File: config.mk
export PLATFORM = sky130hd
export DESIGN_NAME = bit_plane_strip_vote
export DESIGN_NICKNAME = d
export VERILOG_FILES = /design/src/sv/bpsv_pkg.sv /design/src/sv/bpsv_front.sv /design/src/sv/bpsv_queue.sv /design/src/sv/bpsv_back.sv /design/src/sv/bit_plane_strip_vote.sv
export SDC_FILE = /design/constraint.sdc
export NUM_CORES = 1
export LEC_CHECK = 0
export ABC_CLOCK_PERIOD_IN_PS = 5700
export BUFFER_PORTS_ARGS = -buffer_cell sky130_fd_sc_hd__buf_4
export CAP_MARGIN = 30
export CORE_MARGIN = 2
export CORE_UTILIZATION = 55
export CTS_CLUSTER_DIAMETER = 30
export DETAILED_ROUTE_END_ITERATION = 7
export GPL_ROUTABILITY_DRIVEN = 0
export PLACE_DENSITY = 0.71
export SLEW_MARGIN = 10
export SYNTH_ARGS = -nofsm -noshare
export SYNTH_HDL_FRONTEND = slang
export SYNTH_HIERARCHICAL = 1
export SYNTH_SLANG_ARGS = --single-unit
File: constraint.sdc
create_clock -name clk_i -period 5.7 [get_ports clk_i]
set_input_delay 0.855 -clock clk_i [delete_from_list [all_inputs] [get_ports clk_i]]
set_output_delay 0.855 -clock clk_i [all_outputs]
set_load 0.05 [all_outputs]
File: src/sv/bpsv_pkg.sv
`timescale 1ns / 1ps
// ----------------------------------------------------------------------------
// bpsv_pkg: shared types and constants of the strip vote block
// Payload structs, configuration struct, register indexes and tally limits.
// ----------------------------------------------------------------------------
package bpsv_pkg;

  // Frame geometry defaults
  localparam int unsigned FRAME_WIDTH_DEF  = 640;
  localparam int unsigned FRAME_HEIGHT_DEF = 480;
  localparam int unsigned MAX_SECTIONS_DEF = 8;

  // Field widths
  localparam int unsigned PIX_W    = 8;
  localparam int unsigned CODE_W   = 8;
  localparam int unsigned STRIP_W  = 3;
  localparam int unsigned TALLY_W  = 20;
  localparam int unsigned CFG_IDX_W  = 3;
  localparam int unsigned CFG_DATA_W = 10;

  // Register reset values
  localparam logic [2:0] BIT_SELECT_RST    = 3'd3;
  localparam logic [3:0] SECTION_COUNT_RST = 4'd8;
  localparam logic [9:0] SECTION_WIDTH_RST = 10'd80;
  localparam logic [8:0] REGION_ROWS_RST   = 9'd240;

  // Saturation limits of a strip tally
  localparam logic signed [TALLY_W-1:0] TALLY_MAX = 20'sh7FFFF;
  localparam logic signed [TALLY_W-1:0] TALLY_MIN = 20'sh80000;

  localparam logic [PIX_W-1:0] PIX_BRIGHT = 8'hFF;
  localparam logic [PIX_W-1:0] PIX_DARK   = 8'h00;

  // Configuration register indexes
  typedef enum logic [CFG_IDX_W-1:0] {
    REG_BIT_SELECT    = 3'd0,
    REG_SECTION_COUNT = 3'd1,
    REG_SECTION_WIDTH = 3'd2,
    REG_REGION_ROWS   = 3'd3
  } bpsv_reg_e;

  typedef struct packed {
    logic [2:0] bit_select;
    logic [3:0] section_count;
    logic [9:0] section_width;
    logic [8:0] region_rows;
  } bpsv_cfg_t;

  typedef struct packed {
    logic [PIX_W-1:0] pixel_value;
    logic             frame_last;
  } bpsv_in_t;

  typedef struct packed {
    logic [PIX_W-1:0]  plane_pixel;
    logic              code_valid;
    logic [CODE_W-1:0] code_value;
  } bpsv_out_t;

  // Classified pixel handed from front to back
  typedef struct packed {
    logic               bright;
    logic               vote;
    logic [STRIP_W-1:0] strip;
    logic               last;
    logic [CODE_W-1:0]  mask;
  } bpsv_cmd_t;

endpackage

File: src/sv/bpsv_front.sv
`timescale 1ns / 1ps
// ----------------------------------------------------------------------------
// bpsv_front: pixel intake and classification
// Tracks raster position, finds the strip of each pixel and decides its vote.
// ----------------------------------------------------------------------------
module bpsv_front import bpsv_pkg::*; #(
  parameter int unsigned FRAME_WIDTH  = FRAME_WIDTH_DEF,
  parameter int unsigned FRAME_HEIGHT = FRAME_HEIGHT_DEF,
  parameter int unsigned MAX_SECTIONS = MAX_SECTIONS_DEF
) (
  input  logic      clk_i,
  input  logic      rst_ni,
  input  bpsv_cfg_t cfg_i,
  input  logic      in_valid_i,
  input  bpsv_in_t  in_data_i,
  output logic      in_stall_o,
  output logic      cmd_valid_o,
  output bpsv_cmd_t cmd_o,
  input  logic      cmd_full_i
);

  localparam int unsigned COL_W = $clog2(FRAME_WIDTH);
  localparam int unsigned ROW_W = $clog2(FRAME_HEIGHT + 1);

  logic [COL_W-1:0] col_q, col_d;
  logic [ROW_W-1:0] row_q, row_d;
  logic             accept;
  logic [3:0]       n_live;
  logic [13:0]      span;
  logic             row_ok;
  logic             col_ok;
  logic [STRIP_W-1:0] strip;
  logic [CODE_W-1:0]  mask;

  assign in_stall_o  = cmd_full_i;
  assign accept      = in_valid_i & ~cmd_full_i;
  assign cmd_valid_o = accept;

  // Classify the pixel at the current raster position
  always_comb begin
    n_live = (cfg_i.section_count > 4'(MAX_SECTIONS)) ? 4'(MAX_SECTIONS)
                                                       : cfg_i.section_count;
    span   = 14'(n_live) * 14'(cfg_i.section_width);
    row_ok = (32'(row_q) < 32'(FRAME_HEIGHT)) && (32'(row_q) < 32'(cfg_i.region_rows));
    col_ok = 32'(col_q) < 32'(span);
    // strip is the last boundary passed; boundaries rise with their index
    strip  = '0;
    for (int unsigned k = 1; k < MAX_SECTIONS; k++) begin
      if (32'(col_q) >= 32'(k) * 32'(cfg_i.section_width)) begin
        strip = STRIP_W'(k);
      end
    end
    mask = '0;
    for (int unsigned k = 0; k < CODE_W; k++) begin
      mask[k] = 4'(k) < n_live;
    end
    cmd_o.bright = in_data_i.pixel_value[cfg_i.bit_select];
    cmd_o.vote   = (cfg_i.section_width != '0) && row_ok && col_ok;
    cmd_o.strip  = strip;
    cmd_o.last   = in_data_i.frame_last;
    cmd_o.mask   = mask;
  end

  // Advance the raster position; clear it after the last pixel
  always_comb begin
    col_d = col_q;
    row_d = row_q;
    if (accept) begin
      if (in_data_i.frame_last) begin
        col_d = '0;
        row_d = '0;
      end else if (col_q == COL_W'(FRAME_WIDTH - 1)) begin
        col_d = '0;
        if (row_q != ROW_W'(FRAME_HEIGHT)) begin
          row_d = row_q + ROW_W'(1);
        end
      end else begin
        col_d = col_q + COL_W'(1);
      end
    end
  end

  always_ff @(posedge clk_i or negedge rst_ni) begin
    if (!rst_ni) begin
      col_q <= '0;
      row_q <= '0;
    end else begin
      col_q <= col_d;
      row_q <= row_d;
    end
  end

endmodule

File: src/sv/bpsv_queue.sv
`timescale 1ns / 1ps
// ----------------------------------------------------------------------------
// bpsv_queue: two-entry queue between front and back
// Lets the front keep taking pixels while the back waits on the output.
// ----------------------------------------------------------------------------
module bpsv_queue import bpsv_pkg::*; (
  input  logic      clk_i,
  input  logic      rst_ni,
  input  logic      push_i,
  input  bpsv_cmd_t data_i,
  output logic      full_o,
  output logic      valid_o,
  output bpsv_cmd_t data_o,
  input  logic      pop_i
);

  bpsv_cmd_t  mem_q [2];
  logic       wr_q, rd_q;
  logic [1:0] cnt_q;

  assign full_o  = cnt_q == 2'd2;
  assign valid_o = cnt_q != 2'd0;
  assign data_o  = mem_q[rd_q];

  // Store the incoming word
  always_ff @(posedge clk_i) begin
    if (push_i) begin
      mem_q[wr_q] <= data_i;
    end
  end

  // Move the pointers and the fill count
  always_ff @(posedge clk_i or negedge rst_ni) begin
    if (!rst_ni) begin
      wr_q  <= 1'b0;
      rd_q  <= 1'b0;
      cnt_q <= 2'd0;
    end else begin
      if (push_i) begin
        wr_q <= ~wr_q;
      end
      if (pop_i) begin
        rd_q <= ~rd_q;
      end
      if (push_i && !pop_i) begin
        cnt_q <= cnt_q + 2'd1;
      end else if (pop_i && !push_i) begin
        cnt_q <= cnt_q - 2'd1;
      end
    end
  end

endmodule

File: src/sv/bpsv_back.sv
`timescale 1ns / 1ps
// ----------------------------------------------------------------------------
// bpsv_back: strip tallies and result register
// Applies each vote to its strip tally and forms the code on the last pixel.
// ----------------------------------------------------------------------------
module bpsv_back import bpsv_pkg::*; #(
  parameter int unsigned MAX_SECTIONS = MAX_SECTIONS_DEF
) (
  input  logic      clk_i,
  input  logic      rst_ni,
  input  logic      cmd_valid_i,
  input  bpsv_cmd_t cmd_i,
  output logic      cmd_pop_o,
  output logic      out_valid_o,
  output bpsv_out_t out_data_o,
  input  logic      out_stall_i
);

  logic signed [TALLY_W-1:0] tally_q  [MAX_SECTIONS];
  logic signed [TALLY_W-1:0] tally_nx [MAX_SECTIONS];
  logic              out_valid_q;
  bpsv_out_t         out_data_q;
  logic              load;
  logic [CODE_W-1:0] code;

  assign load        = ~out_valid_q | ~out_stall_i;
  assign cmd_pop_o   = cmd_valid_i & load;
  assign out_valid_o = out_valid_q;
  assign out_data_o  = out_data_q;

  // Vote into the hit strip with saturation, then read the signs
  always_comb begin
    code = '0;
    for (int unsigned k = 0; k < MAX_SECTIONS; k++) begin
      tally_nx[k] = tally_q[k];
      if (cmd_i.vote && cmd_i.strip == STRIP_W'(k)) begin
        if (cmd_i.bright) begin
          if (tally_q[k] != TALLY_MAX) begin
            tally_nx[k] = tally_q[k] + 20'sd1;
          end
        end else begin
          if (tally_q[k] != TALLY_MIN) begin
            tally_nx[k] = tally_q[k] - 20'sd1;
          end
        end
      end
      code[k] = cmd_i.mask[k] & tally_nx[k][TALLY_W-1];
    end
  end

  // Hold tallies; clear them after the last pixel of a frame
  always_ff @(posedge clk_i or negedge rst_ni) begin
    if (!rst_ni) begin
      for (int unsigned k = 0; k < MAX_SECTIONS; k++) begin
        tally_q[k] <= '0;
      end
    end else if (cmd_pop_o) begin
      for (int unsigned k = 0; k < MAX_SECTIONS; k++) begin
        tally_q[k] <= cmd_i.last ? '0 : tally_nx[k];
      end
    end
  end

  // Result register
  always_ff @(posedge clk_i or negedge rst_ni) begin
    if (!rst_ni) begin
      out_valid_q <= 1'b0;
    end else if (load) begin
      out_valid_q <= cmd_valid_i;
    end
  end

  always_ff @(posedge clk_i) begin
    if (cmd_pop_o) begin
      out_data_q.plane_pixel <= cmd_i.bright ? PIX_BRIGHT : PIX_DARK;
      out_data_q.code_valid  <= cmd_i.last;
      out_data_q.code_value  <= cmd_i.last ? code : '0;
    end
  end

endmodule

File: src/sv/bit_plane_strip_vote.sv
`timescale 1ns / 1ps
// ----------------------------------------------------------------------------
// bit_plane_strip_vote: bit-plane pixel stream with per-strip dark/bright vote
// Top level: configuration registers, front, queue and back.
// ----------------------------------------------------------------------------
// Takes one pixel word per clock while in_stall_o is low and returns one word
// per pixel, in order, via the front/back queue, then the result register.
// The strip tally update is a single saturating add per pixel, so the block
// sustains one pixel per clock while the output is not stalled. A two-entry
// queue parts intake from the tallies and a result register parts the tallies
// from the output, so in_stall_o rises only once the queue is full.
// Configuration writes are always taken (cfg_ready_o is high) and act on the
// next accepted pixel; write them only between pixels with no result pending.
// The code word appears on the result of the pixel marked frame_last.
module bit_plane_strip_vote import bpsv_pkg::*; #(
  parameter int unsigned FRAME_WIDTH  = FRAME_WIDTH_DEF,
  parameter int unsigned FRAME_HEIGHT = FRAME_HEIGHT_DEF,
  parameter int unsigned MAX_SECTIONS = MAX_SECTIONS_DEF
) (
  input  logic                  clk_i,
  input  logic                  rst_ni,
  input  logic                  in_valid_i,
  input  bpsv_in_t              in_data_i,
  output logic                  in_stall_o,
  output logic                  out_valid_o,
  output bpsv_out_t             out_data_o,
  input  logic                  out_stall_i,
  input  logic                  cfg_valid_i,
  input  logic [CFG_IDX_W-1:0]  cfg_index_i,
  input  logic [CFG_DATA_W-1:0] cfg_data_i,
  output logic                  cfg_ready_o
);

  bpsv_cfg_t cfg_q;
  logic      cmd_push, cmd_full, cmd_valid, cmd_pop;
  bpsv_cmd_t cmd_in, cmd_out;

  assign cfg_ready_o = 1'b1;

  // Configuration registers
  always_ff @(posedge clk_i or negedge rst_ni) begin
    if (!rst_ni) begin
      cfg_q.bit_select    <= BIT_SELECT_RST;
      cfg_q.section_count <= SECTION_COUNT_RST;
      cfg_q.section_width <= SECTION_WIDTH_RST;
      cfg_q.region_rows   <= REGION_ROWS_RST;
    end else if (cfg_valid_i) begin
      case (cfg_index_i)
        REG_BIT_SELECT:    cfg_q.bit_select    <= cfg_data_i[2:0];
        REG_SECTION_COUNT: cfg_q.section_count <= cfg_data_i[3:0];
        REG_SECTION_WIDTH: cfg_q.section_width <= cfg_data_i[9:0];
        REG_REGION_ROWS:   cfg_q.region_rows   <= cfg_data_i[8:0];
        default: ;
      endcase
    end
  end

  bpsv_front #(
    .FRAME_WIDTH  (FRAME_WIDTH),
    .FRAME_HEIGHT (FRAME_HEIGHT),
    .MAX_SECTIONS (MAX_SECTIONS)
  ) u_front (
    .clk_i       (clk_i),
    .rst_ni      (rst_ni),
    .cfg_i       (cfg_q),
    .in_valid_i  (in_valid_i),
    .in_data_i   (in_data_i),
    .in_stall_o  (in_stall_o),
    .cmd_valid_o (cmd_push),
    .cmd_o       (cmd_in),
    .cmd_full_i  (cmd_full)
  );

  bpsv_queue u_queue (
    .clk_i   (clk_i),
    .rst_ni  (rst_ni),
    .push_i  (cmd_push),
    .data_i  (cmd_in),
    .full_o  (cmd_full),
    .valid_o (cmd_valid),
    .data_o  (cmd_out),
    .pop_i   (cmd_pop)
  );

  bpsv_back #(
    .MAX_SECTIONS (MAX_SECTIONS)
  ) u_back (
    .clk_i       (clk_i),
    .rst_ni      (rst_ni),
    .cmd_valid_i (cmd_valid),
    .cmd_i       (cmd_out),
    .cmd_pop_o   (cmd_pop),
    .out_valid_o (out_valid_o),
    .out_data_o  (out_data_o),
    .out_stall_i (out_stall_i)
  );

endmodule
==> qor.csv, run 1 <==
stage;metric;value;unit
synthesis;top-count cell post-synth;nand2_1;
grt;largest net degree at the start of global routing;113;
grt;global-route wire length before repair;92300;um
drt;vias per inst;6.45;
floorplanning;starting density of the core;0.560;
pwr;Clk pwr share;0.285;
cts;Reg clk slew, reported paths;50;ps
cts;Num Clock Sinks;248;
sta;Peak Freq;209;MHz
floorplanning;num ports;47;
synthesis;syn nets;2687;
synthesis;Synth Cell Area;21200;um2
place;IO buf count;45;
cts;post-cts resize count;0;
synthesis;synth warn;6;
setup_path;Slowest-stage cell, CP;dfstp_2;
drt;WL final;55800;um
job;Max Cap Violations;0;
cts;CTS tree;yes;
synthesis;async set-reset flop share out of synthesis;0.847;
synthesis;syn avg cell area;8.59;um2
cts;CTS Buf Count;68;
cts;setup bufs post-CTS;0;
floorplanning;die height;200;um
cts;H-tree Lvls;3;
sta;Slew @ Worst Pin;899;ps
pwr;Switching Fraction;0.444;
synthesis;synthesis-stage register bit count;248;
final_layout;share of layout cells above drive strength 1;0.123;
cts;root buf cell;clkbuf_16;
synthesis;Yosys cell types;114;
floorplanning;core area;37800;um2
sta;Final setup viols;0;
drt;via count;19400;
setup_path;slowest stage delay, CP;710;ps
sta;Final Hold Vio Count;0;
setup_path;CP endpoint kind;register;
synthesis;Synth Flop Type;dfrtp_1;
sta;final slew viol count;0;
final_layout;Area growth, synth to finish;13.0;%
pwr;VDD IR-drop max;0.286;mV
pwr;Tot Pwr;13.6;mW
synthesis;EDFF count, synth;38;
sta;unrepaired setup endpoints after global routing;false;
min_path;Min-Delay Path Class;in2async;
drt;1st-pass router iterations;5;
drt;routed length per instance;18.5;um
floorplanning;die area;40100;um2
grt;initial antenna violation count;0;
drt;Routed Antenna Nets;0;
synthesis;top-area cell type share of the netlist area;0.237;
grt;GRT overflow;0;
place;post-DP HPWL;38100;um
cts;Longest Clk Path Bufs;3;
final_layout;diode count;0;
setup_path;crit-path cells;nor2b_1 > and2_1 > fa_1 > inv_1 > fa_1 > inv_1 > ha_1 > nor2b_1 > o21a_1 > a311o_1 > xnor2_1 > ha_1 > o2111a_1 > o21a_1 > o41ai_1 > a211oi_1 > a31oi_1;
cts;Hold-fix buffers, CTS;0;
final_layout;Fillers;3199;
cts;Worst-Skew Late Latency;580;ps
grt;vias in the first global route;18600;
pwr;Pwr Density;568;nW/um2
sta;Max transition margin;0.399;
sta;Fin Clk Skew;22.5;ps
setup_path;worst path arrival time;5090;ps
pwr;cell internal pwr;7.56;mW
final_layout;Util after Layout;0.633;
sta;setup TNS;0;ps
synthesis;share of the yosys chip area belonging to registers;0.302;
synthesis;synth top area cells;dfrtp_1, ha_1, edfxtp_1;
sta;Final Cycle Share;0.839;
setup_path;CP max FO;20;
setup_path;CP Class;reg2reg;
setup_path;critical path buffer and inverter count;2;
final_layout;Nets;2662;
grt;Tot GR Track Use;0.273;
synthesis;Synth Instances;2467;
setup_path;crit start category;register;
pwr;combinational share of power;0.486;
pwr;Net Sw Power;6.05;mW
synthesis;area leader, netlist;dfrtp_1;
floorplanning;Core Rows;71;
setup_path;dominant delay contributor by cell family on the critical path;adder cells;
floorplanning;DIE WIDTH;200;um
drt;initial DRC count;1473;
outcome;outcome;completed;
pwr;Reg power frac;0.229;
pwr;Static Leakage;10.2;nW
setup_path;CP required;6000;ps
sta;Final Critical Period;4780;ps
drt;Remaining DRCs;0;
synthesis;Commonest cells post-synth;nand2_1, dfrtp_1, ha_1;
metrics by stage:
stage          area, um2  instances  setup slack (ps)  hold WS, ps
2_1_floorplan      21200       2467              1210          447
3_5_place_dp       21600       2882               925          472
3_3_place_gp       21600       2881              1030          466
4_1_cts            24000       3007               925          348
5_1_grt            24000       3008               660          394
6_report           24000       3008               916          312
final timing paths:
check / start / slack [ps] / cells past startpoint / endpoint
setup / recovery: cfg_q[22] / 920 / 17 / u_queue/mem_q[1][12]
hold / removal: rst_ni / 310 / 1 / u_back/tally_q[73]
setup reg to reg: cfg_q[22] / 920 / 17 / u_queue/mem_q[1][12]
hold reg to reg: u_queue/cnt_q[1] / 470 / 1 / u_queue/cnt_q[1]
max in group asynchronous: rst_ni / 4310 / 2 / u_back/tally_q[128]
min in group clk_i: u_queue/cnt_q[1] / 470 / 1 / u_queue/cnt_q[1]
cell usage in the layout, fill, tap and decap left out, drive strengths merged, types with 64 or more instances in the layout:
cell type,n
nor2,145
nand3,119
a21oi,123
nand4,77
o21ai,117
ha,165
buf,64
or3,66
nand2,210
nor4,73
nor3,98
clkbuf,81
dfrtp,201
inv,154
cells by family (layout without fill, tap and decap cells):
logic type,count (synthesis),count (layout),share of synthesized area
and+or+nand+nor,999,999,0.254
xor gates and xnor gates,67,67,0.0277
AOI/OAI and AO/OA,591,591,0.195
adders and majority gates,193,193,0.124
DFF,248,248,0.302
muxes,59,59,0.0336
buffers and inverters,309,339,0.0627
other,1,1,0.000177
power by group through the flow:
stage / Sequential (mW) / Combinational (mW) / Clock [mW]
2_1_floorplan: 2.83 / 5.29 / 0
3_3_place_gp: 3.08 / 6.31 / 0
3_5_place_dp: 3.12 / 6.49 / 0
4_1_cts: 3.10 / 6.55 / 3.93
5_1_grt: 3.22 / 7.34 / 4.04
6_report: 3.12 / 6.61 / 3.88
routing by layer:
metal,routed length [um],track usage,vias to the layer above
li1,-,-,9219
met1,24800,0.361,9461
met2,26600,0.454,592
met3,2740,0.0420,124
met4,1700,0.102,0
met5,0,0,-
flip-flops by register name, indices dropped and copies added (netlist names):
name and count:
u_back/tally_q 160, u_queue/mem_q 28, cfg_q 26, u_back/out_data_o 10, u_front/col_q 10, u_front/row_q 9
u_queue/cnt_q 2, u_back/out_valid_o 1, u_queue/rd_q 1, u_queue/wr_q 1
area by class of cell:
cell class	instances	area [um2]	share of cell area
Multi-Input combinational cell	1910	13500	0.563
Timing Repair Buffer	64	510	0.0213
Inverter	150	564	0.0236
Clock inverter	44	547	0.0228
Sequential cell	248	6410	0.267
Clock buffer	81	1810	0.0756
Tap cell	511	639	0.0267
(Power assumes the default switching activity.)
==> inputs of run 2 (changes only) <==
--- a/config.mk
+++ b/config.mk
@@ -5,7 +5,7 @@
 export SDC_FILE = /design/constraint.sdc
 export NUM_CORES = 1
 export LEC_CHECK = 0
-export ABC_CLOCK_PERIOD_IN_PS = 5700
+export ABC_CLOCK_PERIOD_IN_PS = 4550
 export BUFFER_PORTS_ARGS = -buffer_cell sky130_fd_sc_hd__buf_4
 export CAP_MARGIN = 30
 export CORE_MARGIN = 2
==> constraint.sdc (replaced) <==
create_clock -name clk_i -period 4.55 [get_ports clk_i]
set_input_delay 0.6825 -clock clk_i [delete_from_list [all_inputs] [get_ports clk_i]]
set_output_delay 0.6825 -clock clk_i [all_outputs]
set_load 0.05 [all_outputs]
==> qor.csv, run 2 (synthesis results as in run 1) <==
stage;metric;value;unit;change
outcome;outcome;completed;;
setup_path;crit-path cells;nor2b_1 > and2_1 > fa_1 > inv_1 > fa_1 > inv_1 > ha_1 > nor2b_1 > o21a_1 > a311o_1 > xnor2_1 > ha_1 > o2111a_1 > o21a_1 > o41ai_1 > a211oi_1 > a31oi_1;;
cts;H-tree Lvls;3;;unchanged
setup_path;CP Class;reg2reg;;
final_layout;multi-input logic area;13500;um2;+0.12%
min_path;Min-Delay Path Class;in2async;;
drt;initial DRC count;1503;;+2.0%
final_layout;Nets;2693;;+1.2%
cts;Longest Clk Path Bufs;3;;unchanged
grt;vias in the first global route;19000;;+2.1%
cts;CTS Buf Count;70;;+2.9%
setup_path;CP max FO;5;;-75%
floorplanning;starting density of the core;0.560;;unchanged
drt;Routed Antenna Nets;0;;unchanged
final_layout;Area growth, synth to finish;14.6;%;
grt;global-route wire length before repair;93500;um;+1.2%
cts;root buf cell;clkbuf_16;;
cts;Worst-Skew Late Latency;610;ps;+30 ps
final_layout;Util after Layout;0.642;;+0.00873
sta;Final Cycle Share;0.960;;+0.121
cts;CTS tree;yes;;
final_layout;Largest regs;u_back/tally_q x160, u_queue/mem_q x28, cfg_q x26;;
sta;Final Critical Period;4370;ps;-415 ps
setup_path;slowest stage delay, CP;550;ps;-160 ps
sta;Fin Clk Skew;34.8;ps;+12.3 ps
final_layout;share of layout cells above drive strength 1;0.134;;+0.0118
drt;1st-pass router iterations;6;;+1
sta;Slew @ Worst Pin;961;ps;+62.9 ps
floorplanning;die height;200;um;unchanged
floorplanning;DIE WIDTH;200;um;unchanged
final_layout;most common cell after layout, fill and taps aside;nand2_1;;
job;Max Cap Violations;0;;unchanged
grt;largest net degree at the start of global routing;113;;unchanged
pwr;VDD IR-drop max;0.495;mV;+73%
setup_path;Slowest-stage cell, CP;dfstp_2;;
setup_path;worst path arrival time;4700;ps;-390 ps
drt;routed length per instance;18.3;um;-1.4%
place;IO buf count;45;;unchanged
drt;WL final;55600;um;-0.28%
cts;Reg clk slew, reported paths;50;ps;about the same
final_layout;diode count;0;;unchanged
final_layout;Finished Cell Area;24300;um2;+1.4%
grt;initial antenna violation count;0;;unchanged
drt;Remaining DRCs;0;;unchanged
sta;Peak Freq;229;MHz;+9.5%
setup_path;crit start category;register;;
sta;setup TNS;0;ps;unchanged
sta;Final setup viols;0;;unchanged
final_layout;Fillers;3142;;-1.8%
floorplanning;core area;37800;um2;unchanged
grt;Tot GR Track Use;0.276;;+0.00348
setup_path;CP endpoint kind;register;;
setup_path;dominant delay contributor by cell family on the critical path;adder cells;;
drt;vias per inst;6.36;;-1.3%
grt;GRT overflow;0;;unchanged
final_layout;max reg flops;160;;unchanged
sta;worst setup margin;180;ps;-735 ps
final_layout;FF+latch area;6410;um2;unchanged
place;Placed Area;21800;um2;+0.88%
sta;final hold slack;118;ps;-193 ps
setup_path;CP required;4880;ps;-1120 ps
sta;Max transition margin;0.359;;-0.0397
floorplanning;num ports;47;;unchanged
final_layout;register with the most flip-flops;u_back/tally_q;;
sta;final slew viol count;0;;unchanged
floorplanning;die area;40100;um2;unchanged
cts;Hold-fix buffers, CTS;0;;unchanged
final_layout;most frequent cells in the layout;nand2_1, dfrtp_1, ha_1, inv_1, nor2_1;;
setup_path;internal reg-to-reg setup slack;180;ps;-740 ps
setup_path;critical path buffer and inverter count;2;;unchanged
pwr;Static Leakage;10.4;nW;+1.8%
place;worst slack at placement;101;ps;-824 ps
place;post-DP HPWL;38100;um;about the same
cts;Num Clock Sinks;248;;unchanged
drt;via count;19400;;-0.23%
sta;Final Hold Vio Count;0;;unchanged
pwr;Pwr Density;712;nW/um2;+25%
floorplanning;Core Rows;71;;unchanged
-- run 2: cell types whose count changed in the layout (fill, tap and decap cells not counted), sizes merged --
cell / previous run / this run
clkinvlp: 8 / 6
clkinv: 23 / 14
buf: 64 / 93
bufinv: 9 / 6
inv: 154 / 160
clkbuf: 81 / 93
-- run 2: stage by stage --
| stage | std cells | power [mW] |
|---|---|---|
| floorplan | 2467 | 10.2 |
| global placement | 2909 | 11.8 |
| detailed placement | 2909 | 12.1 |
| CTS | 3038 | 17.2 |
| global route | 3041 | 18.6 |
| finish | 3041 | 17.3 |
-- run 2: layout make-up --
type,instances,area share
timing repair buffer,93,0.0296
sequential,248,0.264
inverter,150,0.0232
multi-input combinational,1910,0.556
tap,511,0.0263
clock inverter,36,0.0208
clock buffer,93,0.0806
-- run 2: routing by layer --
layer / part of all wire / track usage / up-vias
met5: 0 / 0 / -
met4: 0.029 / 0.112 / 0
met3: 0.053 / 0.0532 / 114
met2: 0.47 / 0.456 / 563
met1: 0.45 / 0.358 / 9402
li1: - / - / 9272
-- run 2: power by group --
part / total, mW / leakage [nW] / switching [mW] / internal [mW]
combinational: 8.44 / 6.04 / 5.14 / 3.30
clock: 5.02 / 1.19 / 1.60 / 3.42
sequential: 3.84 / 3.13 / 0.936 / 2.90
-- run 2: repair_timing --
| action | CTS | global route |
|---|---|---|
| gates resized for setup | 0 | 2 |
| buffers inserted | 0 | 3 |
| setup endpoints to repair | 0 | 2 |
-- run 2: final timing paths --
| kind | from | end | depth (start not counted) |
|---|---|---|---|
| max in group asynchronous | rst_ni | u_back/tally_q[105] | 2 |
| min reg2reg | u_queue/cnt_q[1] | u_queue/cnt_q[1] | 1 |
| min | rst_ni | u_back/tally_q[69] | 1 |
| max | cfg_q[22] | u_queue/mem_q[1][12] | 17 |
| max reg2reg | cfg_q[22] | u_queue/mem_q[1][12] | 17 |
| min in group clk_i | cfg_data_i[9] | cfg_q[18] | 2 |
